[src/sv/ecpad_pkg.sv]
package ecpad_pkg;

    localparam int FIELD_BITS = 31;
    localparam int CNT_W      = $clog2(FIELD_BITS);
    localparam int PC_W       = 6;

    // Config register indexes
    localparam logic CFG_MODULUS = 1'b0;
    localparam logic CFG_CURVE_A = 1'b1;

    typedef struct packed {
        logic                  mode;
        logic [FIELD_BITS-1:0] first_x;
        logic [FIELD_BITS-1:0] first_y;
        logic [FIELD_BITS-1:0] second_x;
        logic [FIELD_BITS-1:0] second_y;
    } t_in;

    typedef struct packed {
        logic [FIELD_BITS-1:0] result_x;
        logic [FIELD_BITS-1:0] result_y;
    } t_out;

    // Register file entries; the last three are read-only sources.
    typedef enum logic [4:0] {
        R_X1   = 5'd0,
        R_Y1   = 5'd1,
        R_X2   = 5'd2,
        R_Y2   = 5'd3,
        R_A    = 5'd4,
        R_T0   = 5'd5,
        R_T1   = 5'd6,
        R_S    = 5'd7,
        R_X3   = 5'd8,
        R_Y3   = 5'd9,
        R_RP   = 5'd10,
        R_RC   = 5'd11,
        R_TP   = 5'd12,
        R_TC   = 5'd13,
        R_Q    = 5'd14,
        R_TMP  = 5'd15,
        R_ONE  = 5'd16,
        R_ZERO = 5'd17,
        R_P    = 5'd18
    } t_reg;

    typedef enum logic [3:0] {
        OP_MOV    = 4'd0,
        OP_ADD    = 4'd1,
        OP_SUB    = 4'd2,
        OP_MUL    = 4'd3,
        OP_DIV    = 4'd4,
        OP_JSMALL = 4'd5,
        OP_JADD   = 4'd6,
        OP_JRCZ   = 4'd7,
        OP_JMP    = 4'd8,
        OP_OUT    = 4'd9
    } t_op;

    typedef struct packed {
        logic load;
        logic issue;
        t_op  op;
        t_reg dst;
        t_reg sa;
        t_reg sb;
        logic out_load;
    } t_cmd;

    typedef struct packed {
        logic p_small;
        logic add_mode;
        logic rc_zero;
        logic unit_done;
        logic out_busy;
    } t_status;

endpackage

[src/sv/ec_point_add_double_mod_p_top.sv]
// Affine point add / double over GF(p), p and a set through the config port.
// Input channel: i_valid / o_stall carry one transaction of type t_in
// (mode, first point, second point). mode 0 adds, mode 1 doubles the first.
// Output channel: o_valid / i_stall carry one t_out transaction per input.
// Config: i_cfg_we writes i_cfg_data to register i_cfg_idx
// (0 = modulus p, 1 = curve a); write only while the block is idle.
// One transaction is worked on at a time; o_stall is high from acceptance
// until the result is loaded into the output register.
// The number of extended Euclid steps (at most about 45 for 31-bit
// operands) adds to the time a transaction takes. The bit-serial modular
// multiplier and divider share one unit; no new transaction is taken
// until the last result is loaded into the output register.
// Reset (synchronous, active low) sets p = 3, a = 0, empties the output.
// When the receiver stalls, the result holds in the output register; a new
// transaction is still accepted and computed, and waits only at its own
// output load until the older result has been taken.
module ec_point_add_double_mod_p_top (
    input  logic                             i_clk,
    input  logic                             i_rst_n,
    input  logic                             i_valid,
    output logic                             o_stall,
    input  ecpad_pkg::t_in                   i_data,
    output logic                             o_valid,
    input  logic                             i_stall,
    output ecpad_pkg::t_out                  o_data,
    input  logic                             i_cfg_we,
    input  logic                             i_cfg_idx,
    input  logic [ecpad_pkg::FIELD_BITS-1:0] i_cfg_data
);

    logic [ecpad_pkg::FIELD_BITS-1:0] r_p;
    logic [ecpad_pkg::FIELD_BITS-1:0] r_a;
    logic                             idle;
    logic                             start;
    ecpad_pkg::t_cmd                  cmd;
    ecpad_pkg::t_status               status;

    // config registers
    always_ff @(posedge i_clk) begin
        if (!i_rst_n) begin
            r_p <= ecpad_pkg::FIELD_BITS'(3);
            r_a <= '0;
        end else if (i_cfg_we) begin
            unique case (i_cfg_idx)
                ecpad_pkg::CFG_MODULUS: r_p <= i_cfg_data;
                ecpad_pkg::CFG_CURVE_A: r_a <= i_cfg_data;
                default: ;
            endcase
        end
    end

    assign o_stall = !idle;
    assign start   = i_valid && idle;

    ecpad_ctrl u_ctrl (
        .i_clk    (i_clk),
        .i_rst_n  (i_rst_n),
        .i_start  (start),
        .i_status (status),
        .o_idle   (idle),
        .o_cmd    (cmd)
    );

    ecpad_dp u_dp (
        .i_clk    (i_clk),
        .i_rst_n  (i_rst_n),
        .i_cmd    (cmd),
        .i_in     (i_data),
        .i_p      (r_p),
        .i_a      (r_a),
        .i_stall  (i_stall),
        .o_status (status),
        .o_valid  (o_valid),
        .o_data   (o_data)
    );

endmodule

[src/sv/ecpad_ctrl.sv]
module ecpad_ctrl (
    input  logic               i_clk,
    input  logic               i_rst_n,
    input  logic               i_start,
    input  ecpad_pkg::t_status i_status,
    output logic               o_idle,
    output ecpad_pkg::t_cmd    o_cmd
);

    typedef enum logic [1:0] {
        ST_IDLE,
        ST_EXEC,
        ST_WAIT
    } t_state;

    typedef struct packed {
        ecpad_pkg::t_op                 op;
        ecpad_pkg::t_reg                dst;
        ecpad_pkg::t_reg                sa;
        ecpad_pkg::t_reg                sb;
        logic [ecpad_pkg::PC_W-1:0]     tgt;
    } t_uop;

    localparam logic [ecpad_pkg::PC_W-1:0] L_ADD   = 6'd14;
    localparam logic [ecpad_pkg::PC_W-1:0] L_INV   = 6'd16;
    localparam logic [ecpad_pkg::PC_W-1:0] L_LOOP  = 6'd20;
    localparam logic [ecpad_pkg::PC_W-1:0] L_FIN   = 6'd27;
    localparam logic [ecpad_pkg::PC_W-1:0] L_SMALL = 6'd35;
    localparam logic [ecpad_pkg::PC_W-1:0] L_NONE  = 6'd0;

    function automatic t_uop mk(input ecpad_pkg::t_op op, input ecpad_pkg::t_reg dst,
                                input ecpad_pkg::t_reg sa, input ecpad_pkg::t_reg sb,
                                input logic [ecpad_pkg::PC_W-1:0] tgt);
        t_uop u;
        u.op  = op;
        u.dst = dst;
        u.sa  = sa;
        u.sb  = sb;
        u.tgt = tgt;
        return u;
    endfunction

    // Microprogram: reduce inputs, form slope numerator/denominator,
    // extended Euclid inverse, x3/y3 formulas; zero result if p < 2.
    function automatic t_uop ucode(input logic [ecpad_pkg::PC_W-1:0] pc);
        t_uop u;
        u = mk(ecpad_pkg::OP_JMP, ecpad_pkg::R_TMP, ecpad_pkg::R_ZERO, ecpad_pkg::R_ZERO,
               L_SMALL);
        unique case (pc)
            6'd0:  u = mk(ecpad_pkg::OP_JSMALL, ecpad_pkg::R_TMP, ecpad_pkg::R_ZERO,
                          ecpad_pkg::R_ZERO, L_SMALL);
            6'd1:  u = mk(ecpad_pkg::OP_MUL, ecpad_pkg::R_X1, ecpad_pkg::R_X1,
                          ecpad_pkg::R_ONE, L_NONE);
            6'd2:  u = mk(ecpad_pkg::OP_MUL, ecpad_pkg::R_Y1, ecpad_pkg::R_Y1,
                          ecpad_pkg::R_ONE, L_NONE);
            6'd3:  u = mk(ecpad_pkg::OP_MUL, ecpad_pkg::R_X2, ecpad_pkg::R_X2,
                          ecpad_pkg::R_ONE, L_NONE);
            6'd4:  u = mk(ecpad_pkg::OP_MUL, ecpad_pkg::R_Y2, ecpad_pkg::R_Y2,
                          ecpad_pkg::R_ONE, L_NONE);
            6'd5:  u = mk(ecpad_pkg::OP_MUL, ecpad_pkg::R_A, ecpad_pkg::R_A,
                          ecpad_pkg::R_ONE, L_NONE);
            6'd6:  u = mk(ecpad_pkg::OP_JADD, ecpad_pkg::R_TMP, ecpad_pkg::R_ZERO,
                          ecpad_pkg::R_ZERO, L_ADD);
            6'd7:  u = mk(ecpad_pkg::OP_MOV, ecpad_pkg::R_X2, ecpad_pkg::R_X1,
                          ecpad_pkg::R_ZERO, L_NONE);
            6'd8:  u = mk(ecpad_pkg::OP_MUL, ecpad_pkg::R_T0, ecpad_pkg::R_X1,
                          ecpad_pkg::R_X1, L_NONE);
            6'd9:  u = mk(ecpad_pkg::OP_ADD, ecpad_pkg::R_TMP, ecpad_pkg::R_T0,
                          ecpad_pkg::R_T0, L_NONE);
            6'd10: u = mk(ecpad_pkg::OP_ADD, ecpad_pkg::R_T0, ecpad_pkg::R_TMP,
                          ecpad_pkg::R_T0, L_NONE);
            6'd11: u = mk(ecpad_pkg::OP_ADD, ecpad_pkg::R_T0, ecpad_pkg::R_T0,
                          ecpad_pkg::R_A, L_NONE);
            6'd12: u = mk(ecpad_pkg::OP_ADD, ecpad_pkg::R_T1, ecpad_pkg::R_Y1,
                          ecpad_pkg::R_Y1, L_NONE);
            6'd13: u = mk(ecpad_pkg::OP_JMP, ecpad_pkg::R_TMP, ecpad_pkg::R_ZERO,
                          ecpad_pkg::R_ZERO, L_INV);
            6'd14: u = mk(ecpad_pkg::OP_SUB, ecpad_pkg::R_T0, ecpad_pkg::R_Y2,
                          ecpad_pkg::R_Y1, L_NONE);
            6'd15: u = mk(ecpad_pkg::OP_SUB, ecpad_pkg::R_T1, ecpad_pkg::R_X2,
                          ecpad_pkg::R_X1, L_NONE);
            6'd16: u = mk(ecpad_pkg::OP_MOV, ecpad_pkg::R_RP, ecpad_pkg::R_P,
                          ecpad_pkg::R_ZERO, L_NONE);
            6'd17: u = mk(ecpad_pkg::OP_MOV, ecpad_pkg::R_RC, ecpad_pkg::R_T1,
                          ecpad_pkg::R_ZERO, L_NONE);
            6'd18: u = mk(ecpad_pkg::OP_MOV, ecpad_pkg::R_TP, ecpad_pkg::R_ZERO,
                          ecpad_pkg::R_ZERO, L_NONE);
            6'd19: u = mk(ecpad_pkg::OP_MOV, ecpad_pkg::R_TC, ecpad_pkg::R_ONE,
                          ecpad_pkg::R_ZERO, L_NONE);
            6'd20: u = mk(ecpad_pkg::OP_JRCZ, ecpad_pkg::R_TMP, ecpad_pkg::R_ZERO,
                          ecpad_pkg::R_ZERO, L_FIN);
            6'd21: u = mk(ecpad_pkg::OP_DIV, ecpad_pkg::R_Q, ecpad_pkg::R_RP,
                          ecpad_pkg::R_RC, L_NONE);
            6'd22: u = mk(ecpad_pkg::OP_MUL, ecpad_pkg::R_TMP, ecpad_pkg::R_Q,
                          ecpad_pkg::R_TC, L_NONE);
            6'd23: u = mk(ecpad_pkg::OP_SUB, ecpad_pkg::R_TMP, ecpad_pkg::R_TP,
                          ecpad_pkg::R_TMP, L_NONE);
            6'd24: u = mk(ecpad_pkg::OP_MOV, ecpad_pkg::R_TP, ecpad_pkg::R_TC,
                          ecpad_pkg::R_ZERO, L_NONE);
            6'd25: u = mk(ecpad_pkg::OP_MOV, ecpad_pkg::R_TC, ecpad_pkg::R_TMP,
                          ecpad_pkg::R_ZERO, L_NONE);
            6'd26: u = mk(ecpad_pkg::OP_JMP, ecpad_pkg::R_TMP, ecpad_pkg::R_ZERO,
                          ecpad_pkg::R_ZERO, L_LOOP);
            6'd27: u = mk(ecpad_pkg::OP_MUL, ecpad_pkg::R_S, ecpad_pkg::R_T0,
                          ecpad_pkg::R_TP, L_NONE);
            6'd28: u = mk(ecpad_pkg::OP_MUL, ecpad_pkg::R_TMP, ecpad_pkg::R_S,
                          ecpad_pkg::R_S, L_NONE);
            6'd29: u = mk(ecpad_pkg::OP_SUB, ecpad_pkg::R_TMP, ecpad_pkg::R_TMP,
                          ecpad_pkg::R_X1, L_NONE);
            6'd30: u = mk(ecpad_pkg::OP_SUB, ecpad_pkg::R_X3, ecpad_pkg::R_TMP,
                          ecpad_pkg::R_X2, L_NONE);
            6'd31: u = mk(ecpad_pkg::OP_SUB, ecpad_pkg::R_TMP, ecpad_pkg::R_X1,
                          ecpad_pkg::R_X3, L_NONE);
            6'd32: u = mk(ecpad_pkg::OP_MUL, ecpad_pkg::R_TMP, ecpad_pkg::R_S,
                          ecpad_pkg::R_TMP, L_NONE);
            6'd33: u = mk(ecpad_pkg::OP_SUB, ecpad_pkg::R_Y3, ecpad_pkg::R_TMP,
                          ecpad_pkg::R_Y1, L_NONE);
            6'd34: u = mk(ecpad_pkg::OP_OUT, ecpad_pkg::R_TMP, ecpad_pkg::R_ZERO,
                          ecpad_pkg::R_ZERO, L_NONE);
            6'd35: u = mk(ecpad_pkg::OP_MOV, ecpad_pkg::R_X3, ecpad_pkg::R_ZERO,
                          ecpad_pkg::R_ZERO, L_NONE);
            6'd36: u = mk(ecpad_pkg::OP_MOV, ecpad_pkg::R_Y3, ecpad_pkg::R_ZERO,
                          ecpad_pkg::R_ZERO, L_NONE);
            6'd37: u = mk(ecpad_pkg::OP_OUT, ecpad_pkg::R_TMP, ecpad_pkg::R_ZERO,
                          ecpad_pkg::R_ZERO, L_NONE);
            default: u = mk(ecpad_pkg::OP_JMP, ecpad_pkg::R_TMP, ecpad_pkg::R_ZERO,
                            ecpad_pkg::R_ZERO, L_SMALL);
        endcase
        return u;
    endfunction

    t_state                     r_state;
    logic [ecpad_pkg::PC_W-1:0] r_pc;
    t_uop                       uop;
    logic                       take_jump;

    assign uop = ucode(r_pc);

    always_comb begin
        unique case (uop.op)
            ecpad_pkg::OP_JSMALL: take_jump = i_status.p_small;
            ecpad_pkg::OP_JADD:   take_jump = i_status.add_mode;
            ecpad_pkg::OP_JRCZ:   take_jump = i_status.rc_zero;
            ecpad_pkg::OP_JMP:    take_jump = 1'b1;
            default:              take_jump = 1'b0;
        endcase
    end

    always_ff @(posedge i_clk) begin
        if (!i_rst_n) begin
            r_state <= ST_IDLE;
            r_pc    <= '0;
        end else begin
            unique case (r_state)
                ST_IDLE: begin
                    if (i_start) begin
                        r_state <= ST_EXEC;
                        r_pc    <= '0;
                    end
                end
                ST_EXEC: begin
                    unique case (uop.op)
                        ecpad_pkg::OP_MUL, ecpad_pkg::OP_DIV: begin
                            r_state <= ST_WAIT;
                        end
                        ecpad_pkg::OP_OUT: begin
                            if (!i_status.out_busy) r_state <= ST_IDLE;
                        end
                        ecpad_pkg::OP_JSMALL, ecpad_pkg::OP_JADD,
                        ecpad_pkg::OP_JRCZ, ecpad_pkg::OP_JMP: begin
                            r_pc <= take_jump ? uop.tgt : r_pc + 1'b1;
                        end
                        default: r_pc <= r_pc + 1'b1;
                    endcase
                end
                ST_WAIT: begin
                    if (i_status.unit_done) begin
                        r_state <= ST_EXEC;
                        r_pc    <= r_pc + 1'b1;
                    end
                end
                default: r_state <= ST_IDLE;
            endcase
        end
    end

    always_comb begin
        o_cmd.load     = (r_state == ST_IDLE) && i_start;
        o_cmd.issue    = (r_state == ST_EXEC) &&
                         (uop.op == ecpad_pkg::OP_MOV || uop.op == ecpad_pkg::OP_ADD ||
                          uop.op == ecpad_pkg::OP_SUB || uop.op == ecpad_pkg::OP_MUL ||
                          uop.op == ecpad_pkg::OP_DIV);
        o_cmd.op       = uop.op;
        o_cmd.dst      = uop.dst;
        o_cmd.sa       = uop.sa;
        o_cmd.sb       = uop.sb;
        o_cmd.out_load = (r_state == ST_EXEC) && (uop.op == ecpad_pkg::OP_OUT) &&
                         !i_status.out_busy;
    end

    assign o_idle = (r_state == ST_IDLE);

endmodule

[src/sv/ecpad_dp.sv]
module ecpad_dp (
    input  logic                             i_clk,
    input  logic                             i_rst_n,
    input  ecpad_pkg::t_cmd                  i_cmd,
    input  ecpad_pkg::t_in                   i_in,
    input  logic [ecpad_pkg::FIELD_BITS-1:0] i_p,
    input  logic [ecpad_pkg::FIELD_BITS-1:0] i_a,
    input  logic                             i_stall,
    output ecpad_pkg::t_status               o_status,
    output logic                             o_valid,
    output ecpad_pkg::t_out                  o_data
);

    localparam int FB = ecpad_pkg::FIELD_BITS;

    logic [FB-1:0]               r_rf [16];
    logic                        r_mode;
    logic                        r_busy;
    logic                        r_div;
    logic [ecpad_pkg::CNT_W-1:0] r_cnt;
    logic [FB-1:0]               r_ma;   // multiplier bits / dividend-quotient
    logic [FB-1:0]               r_mb;   // multiplicand / divisor
    logic [FB-1:0]               r_acc;  // product acc / partial remainder
    ecpad_pkg::t_reg             r_dst;
    logic                        r_out_valid;
    ecpad_pkg::t_out             r_out;

    function automatic logic [FB-1:0] rd(input ecpad_pkg::t_reg sel,
                                         input logic [FB-1:0] p);
        logic [FB-1:0] v;
        unique case (sel)
            ecpad_pkg::R_ONE:  v = FB'(1);
            ecpad_pkg::R_ZERO: v = '0;
            ecpad_pkg::R_P:    v = p;
            default:           v = r_rf[sel[3:0]];
        endcase
        return v;
    endfunction

    logic [FB-1:0] va, vb, add_res, sub_res, mul_next, div_rem, div_q;
    logic [FB:0]   p_ext, sum, dif, dbl, rem;
    logic          qbit, done;

    assign p_ext = {1'b0, i_p};
    assign done  = r_busy && (r_cnt == '0);

    always_comb begin
        va = rd(i_cmd.sa, i_p);
        vb = rd(i_cmd.sb, i_p);
    end

    always_comb begin
        sum = {1'b0, va} + {1'b0, vb};
        if (sum >= p_ext) sum = sum - p_ext;
        add_res = sum[FB-1:0];

        dif = {1'b0, va} + p_ext - {1'b0, vb};
        if (dif >= p_ext) dif = dif - p_ext;
        sub_res = dif[FB-1:0];

        // interleaved shift-add modular multiply, MSB first
        dbl = {r_acc, 1'b0};
        if (dbl >= p_ext) dbl = dbl - p_ext;
        if (r_ma[FB-1]) dbl = dbl + {1'b0, r_mb};
        if (dbl >= p_ext) dbl = dbl - p_ext;
        mul_next = dbl[FB-1:0];

        // restoring division, one quotient bit per cycle
        rem  = {r_acc, r_ma[FB-1]};
        qbit = (rem >= {1'b0, r_mb});
        if (qbit) rem = rem - {1'b0, r_mb};
        div_rem = rem[FB-1:0];
        div_q   = {r_ma[FB-2:0], qbit};
    end

    always_ff @(posedge i_clk) begin
        if (!i_rst_n) begin
            r_busy      <= 1'b0;
            r_div       <= 1'b0;
            r_cnt       <= '0;
            r_out_valid <= 1'b0;
        end else begin
            if (r_out_valid && !i_stall) r_out_valid <= 1'b0;
            if (i_cmd.out_load) r_out_valid <= 1'b1;

            if (i_cmd.issue && (i_cmd.op == ecpad_pkg::OP_MUL ||
                                i_cmd.op == ecpad_pkg::OP_DIV)) begin
                r_busy <= 1'b1;
                r_div  <= (i_cmd.op == ecpad_pkg::OP_DIV);
                r_cnt  <= ecpad_pkg::CNT_W'(FB - 1);
            end else if (done) begin
                r_busy <= 1'b0;
            end else if (r_busy) begin
                r_cnt <= r_cnt - 1'b1;
            end
        end
    end

    always_ff @(posedge i_clk) begin
        if (i_cmd.load) begin
            r_mode                     <= i_in.mode;
            r_rf[ecpad_pkg::R_X1[3:0]] <= i_in.first_x;
            r_rf[ecpad_pkg::R_Y1[3:0]] <= i_in.first_y;
            r_rf[ecpad_pkg::R_X2[3:0]] <= i_in.second_x;
            r_rf[ecpad_pkg::R_Y2[3:0]] <= i_in.second_y;
            r_rf[ecpad_pkg::R_A[3:0]]  <= i_a;
        end
        if (i_cmd.issue) begin
            unique case (i_cmd.op)
                ecpad_pkg::OP_MOV: r_rf[i_cmd.dst[3:0]] <= va;
                ecpad_pkg::OP_ADD: r_rf[i_cmd.dst[3:0]] <= add_res;
                ecpad_pkg::OP_SUB: r_rf[i_cmd.dst[3:0]] <= sub_res;
                ecpad_pkg::OP_MUL, ecpad_pkg::OP_DIV: begin
                    r_ma  <= va;
                    r_mb  <= vb;
                    r_acc <= '0;
                    r_dst <= i_cmd.dst;
                end
                default: ;
            endcase
        end
        if (r_busy) begin
            r_acc <= r_div ? div_rem : mul_next;
            r_ma  <= r_div ? div_q : {r_ma[FB-2:0], 1'b0};
        end
        if (done) begin
            if (r_div) begin
                r_rf[ecpad_pkg::R_Q[3:0]]  <= div_q;
                r_rf[ecpad_pkg::R_RP[3:0]] <= r_mb;
                r_rf[ecpad_pkg::R_RC[3:0]] <= div_rem;
            end else begin
                r_rf[r_dst[3:0]] <= mul_next;
            end
        end
        if (i_cmd.out_load) begin
            r_out.result_x <= r_rf[ecpad_pkg::R_X3[3:0]];
            r_out.result_y <= r_rf[ecpad_pkg::R_Y3[3:0]];
        end
    end

    always_comb begin
        o_status.p_small   = (i_p < FB'(2));
        o_status.add_mode  = !r_mode;
        o_status.rc_zero   = (r_rf[ecpad_pkg::R_RC[3:0]] == '0);
        o_status.unit_done = done;
        o_status.out_busy  = r_out_valid && i_stall;
    end

    assign o_valid = r_out_valid;
    assign o_data  = r_out;

endmodule

[config.mk]
export PLATFORM = sky130hd
export DESIGN_NAME = ec_point_add_double_mod_p_top
export DESIGN_NICKNAME = d
export VERILOG_FILES = /design/src/sv/ecpad_pkg.sv /design/src/sv/ec_point_add_double_mod_p_top.sv /design/src/sv/ecpad_ctrl.sv /design/src/sv/ecpad_dp.sv
export SDC_FILE = /design/constraint.sdc
export NUM_CORES = 2
export LEC_CHECK = 0
export BUFFER_PORTS_ARGS = -buffer_cell sky130_fd_sc_hd__buf_4
export CAP_MARGIN = 20
export CORE_MARGIN = 2
export CORE_UTILIZATION = 48
export DETAILED_ROUTE_END_ITERATION = 8
export GPL_ROUTABILITY_DRIVEN = 0
export PLACE_DENSITY = 0.61
export RECOVER_POWER = 50
export SYNTH_ARGS = -nofsm -noshare
export SYNTH_HDL_FRONTEND = slang
export SYNTH_HIERARCHICAL = 1
export SYNTH_SLANG_ARGS = --single-unit
[constraint.sdc]
create_clock -name i_clk -period 9.25 [get_ports i_clk]
set_clock_uncertainty 0.05 [all_clocks]
set_input_delay 1.85 -clock i_clk [delete_from_list [all_inputs] [get_ports i_clk]]
set_output_delay 1.85 -clock i_clk [all_outputs]
set_load 0.005 [all_outputs]
Word-level counts from Yosys, hierarchy flattened
Memory sizes are Yosys's and may differ from the RTL's. A register that Yosys moved wholly into a read port is not among the register bits.
Index checks and enable logic that the tools add are counted.
{"block": "classes", "order_cmp": 6, "n_div": 0, "n_reduce_logical": 42, "shift": 0, "multipliers": 0, "muxes": 61, "addsub": 11, "bitwise": 5, "eq_ne": 23}
{"cell": "2-to-1 mux 31 bit", "n": 15}
{"cell": "case mux 31 bit (3 select lines)", "n": 2}
{"cell": "greater-or-equal comparator 32 x 31 -> 1 bit", "n": 5}
{"cell": "subtractor 31 bit", "n": 4}
{"cell": "adder 31 x 31 -> 32 bit", "n": 2}
{"cell": "2-to-1 mux 32 bit", "n": 2}
{"cell": "subtractor 32 x 31 -> 32 bit", "n": 2}
{"cell": "OR reduction 31 bit", "n": 2}
{"cell": "adder 32 x 31 -> 32 bit", "n": 1}
{"cell": "logical NOT 31 bit", "n": 1}
{"cell": "< comparator 31 x 2 -> 1 bit, second input constant", "n": 1}
{"cell": "equality test 5 bit, second input constant", "n": 6}
{"cell": "2-to-1 mux 6 bit", "n": 5}
{"cell": "2-to-1 mux 1 bit", "n": 24}
{"cell": "case mux 6 bit (3 select lines)", "n": 1}
{"cell": "equality test 4 x 3 -> 1 bit, second input constant", "n": 4}
{"cell": "2-to-1 mux 5 bit", "n": 3}
{"cell": "case mux 6 bit (2 select lines)", "n": 1}
{"cell": "AND reduction 2 bit", "n": 6}
{"cell": "nonzero test 2 bit", "n": 5}
{"cell": "logical AND 1 bit", "n": 9}
{"cell": "equality test 4 x 2 -> 1 bit, second input constant", "n": 2}
{"cell": "equality test 4 bit, second input constant", "n": 2}
{"cell": "2-to-1 mux 4 bit", "n": 2}
{"cell": "24 further kinds", "n": 41}
{"block": "totals", "regBits": 176, "output_inout_bits": 64, "wordCells": 164, "mem_bits_ro": 1536, "inputBits": 162, "latch_bits": 0, "memories": 2, "ramBits": 496}
{"memory": "(name not given)", "words": 64, "width": 24, "rd": 1, "rd_clocked_by_memory_dff": 1, "wr": 0, "line": "ecpad_ctrl.sv:49", "source": "unique case (pc)"}
{"memory": "u_dp.r_rf", "words": 16, "width": 31, "rd": 5, "rd_clocked_by_memory_dff": 2, "wr": 8, "line": "ecpad_dp.sv:16", "source": "logic [FB-1:0] r_rf [16];"}

Logic depth before layout (Yosys ltp)
{"block": "logic_depth", "ltp_word": 12, "ltp_mapped": 38, "depth_no_buf": 34}

Modules after synthesis
Netlist, hierarchy kept.
{"mod": "ecpad_dp", "n_inst": 1, "area_per_inst_um2": 53588.9, "seq_area_each_um2": 19859.0, "cells_per_inst": 5299}
{"mod": "ecpad_ctrl", "n_inst": 1, "area_per_inst_um2": 2783.9, "seq_area_each_um2": 640.6, "cells_per_inst": 358}
{"mod": "ec_point_add_double_mod_p_top", "n_inst": 1, "area_per_inst_um2": 2402.3, "seq_area_each_um2": 1241.2, "cells_per_inst": 241}

Worst setup path before layout
No wires, ideal clock.
{"block": "synth_timing", "path_type": "register to register", "start": "reg u_ctrl/uop[6] (netlist name)", "end": "mem u_dp/r_rf[3][28] (netlist bit) (data pin)", "synth_period_minus_slack_ns": 8.288, "arrival_time_ns": 7.967, "slack_ns": 0.962, "n_path_buf": 6, "setup_time_ns": 0.271, "t_required_ns": 8.929, "path_stages_with_launch": 36, "cell_sequence": "dfxtp_1 -> buf_4 -> clkbuf_1 -> buf_1 -> buf_1 -> mux4_2 -> mux2i_1 -> nor2_1 -> a21oi_1 -> o21ai_0 -> inv_1 -> fa_1 -> ha_1 -> a211o_1 -> a21oi_1 -> nand3_1 -> o21ai_0 -> o21ai_0 -> a41o_1 -> a21o_1 -> a21oi_1 -> xnor2_1 -> ha_1 -> o21a_1 -> o21a_1 -> nor2_1 -> a211oi_1 -> nor4b_1 -> nand3_1 -> buf_4 -> a32oi_1 -> o211ai_1 -> a211oi_2 -> buf_2 -> a21oi_1 -> o21bai_1"}
{"item": "end, declared", "line": "ecpad_dp.sv:16"}

==> key figures <==
Floorplanning
  – Die H: 354 um
  – Die Span X: 354 um
  – Initial Utilization: 48.3%
  – Ports: 226
  – # rows: 128
  – Core area: 122,000 um2
  – Die area: 125,000 um2

Power and ir drop
  – Static leakage: 24.9 nW
  – Worst VDD drop: 0.374 mV
  – Pwr dens: 342 nW/um2

Global route
  – First-pass GRT wire length: 380,000 um
  – Largest net degree at the start of global routing: 71
  – Global route overflow: 0
  – GRT Resource Usage Total: 42.5%
  – Initial antenna violation count: 42
  – Vias in the first global route: 51,300

Critical path
  – Critical path peak fanout: 26
  – Worst setup EP type: register
  – CP startpoint kind: register
  – Critical Path Most Common Cell: buf_4
  – Worst Path Required: 9.64 ns
  – WS Path Type: reg2reg
  – Slowest cell delay on critical path: 0.65 ns
  – Slowest cell on crit path: a21oi_1
  – Arr. time, crit path: 9.52 ns

Final layout
  – Fin area: 67,000 um2
  – Ratio of cells with drive above 1 in the final layout: 19.2%
  – Footprint of the multi-input gates: 34,700 um2
  – Commonest non-fill, non-tap cell in the layout: edfxtp_1
  – Reg area: 21,800 um2
  – Final net count: 6,601
  – Fill cell count: 10,700
  – Commonest non-fill, non-tap cells in the layout: 656 x edfxtp_1, 501 x nor2_1, 495 x a21oi_1
  – Area Growth Syn to Fin: 13.9%

Synth
  – Mean post-synth cell area: 9.97 um2
  – Mapped Cells: 5,896
  – Synth Cell Area: 58,800 um2
  – Yosys Warn Count: 6
  – Syn Nets: 6,358

CTS
  – Worst-path clk slew: 0.06 ns
  – CTS tree: built
  – TritonCTS Sinks: 758
  – Root buf cell: clkbuf_16
  – # H-tree levels: 3
  – Max Root-Sink Buffers: 3
  – Cts bufs inserted: 85
  – Clk_lat worst skew: 0.72 ns

Placement
  – Post-DP Area: 64,000 um2
  – I/O Buffers: 225
  – Post-DP HPWL: 198,000 um

Job
  – Max cap viols: 18

Route
  – Final WL: 272,000 um
  – Post-DR vias/cell: 7.08
  – # DRC: 0
  – First-pass detailed-route iteration total: 7
  – Initial DRC Count: 9,051
  – Via count: 55,700
  – ANT nets after route: 0
  – Drt wl/cell: 34.5 um

Run status
  – Violated checks: max-capacitance violations, max-slew violations
  – Status: finished with violations

STA
  – RSZ-0062 raised after global routing: false
  – Setup TNS: 0 ns
  – Final slew viol count: 593
  – Rel. slew slack: -183%
  – Actual slew at the worst max-slew pin: 4.25 ns
  – F_max: 109 MHz
  – Final setup fails: 0
  – Final worst path period need: 9.13 ns
  – Period utilization: 98.8%
  – Final hold viol count: 0

Worst hold path
  – Type of the worst min-delay path: reg2reg
## critical path: cells and delay by family, from the launching register on
kind            cells  cell delay, ns
fa+ha+maj           3            1.07
simple gates        5            0.94
compound gates     14            3.57
buf+inv             6            1.41
xor+xnor            1            0.15
flops               1            0.50
mux                 3            1.10
## final timing paths
kind / endpoint / from / slack, ns / depth (start not counted)
hold reg to reg: r_a[28] / r_a[28] / 0.41 / 2
hold / removal: r_a[28] / r_a[28] / 0.41 / 2
setup reg to reg: u_dp/r_rf[1][1] / u_ctrl/uop[6] / 0.12 / 32
setup / recovery: u_dp/r_rf[1][1] / u_ctrl/uop[6] / 0.12 / 32
## timing repair
item,4_1_cts,5_1_grt
buffers inserted,0,6
setup endpoints to repair,0,523
hold buffers,0,0
gates resized for setup,0,25
## report_power, final
group | internal (W) | switching, W
combinational | 0.00574 | 0.00918
sequential | 0.00420 | 0.000200
clock | 0.00201 | 0.00158
total | 0.0120 | 0.0110
## through the flow
| step | util, % | worst slack, ns | hold WS, ns | total power, W | instances |
|---|---|---|---|---|---|
| final | 55.1 | 0.116 | 0.407 | 0.0229 | 7866 |
| after global routing | 55.0 | 0.0257 | 0.428 | 0.0240 | 7840 |
| after CTS | 55.0 | 0.140 | 0.408 | 0.0223 | 7825 |
| after detailed placement | 52.7 | 0.149 | 0.399 | 0.0187 | 7667 |
| after global placement | 52.7 | 0.208 | 0.391 | 0.0185 | 7666 |
| after floorplan | - | 0.962 | 0.373 | 0.0140 | 5896 |
## registers in the layout, indices dropped and copies added (netlist names), 4 cells and up
name and count:
u_dp/o_data 62, r_a 31, u_dp/r_rf 496, u_dp/r_ma 31, u_dp/r_dst 4, r_p 31
u_dp/r_cnt 5, u_ctrl/uop 24, u_ctrl/r_pc 6, u_dp/r_acc 31, u_dp/r_mb 31
## layer usage
| metal | share of wire [%] | vias to the layer above | routed length [um] | track usage, % |
|---|---|---|---|---|
| li1 | - | 22900 | - | - |
| met1 | 34 | 26700 | 93300 | 51.7 |
| met2 | 41 | 4758 | 110000 | 59.7 |
| met3 | 15 | 1255 | 40200 | 17.5 |
| met4 | 9.9 | 38 | 26900 | 32.9 |
| met5 | 0.29 | - | 793 | 0.981 |
## cell type report
class / instances / area share (%)
Timing Repair Buffer: 587 / 6.99
Multi-Input combinational cell: 4485 / 51.8
Clock buffer: 108 / 3.44
Tap cell: 1625 / 3.04
Inverter: 222 / 1.27
Sequential cell: 758 / 32.5
Antenna cell: 31 / 0.116
Clock inverter: 50 / 0.863
Note: power is estimated with default switching activity, not from simulation.
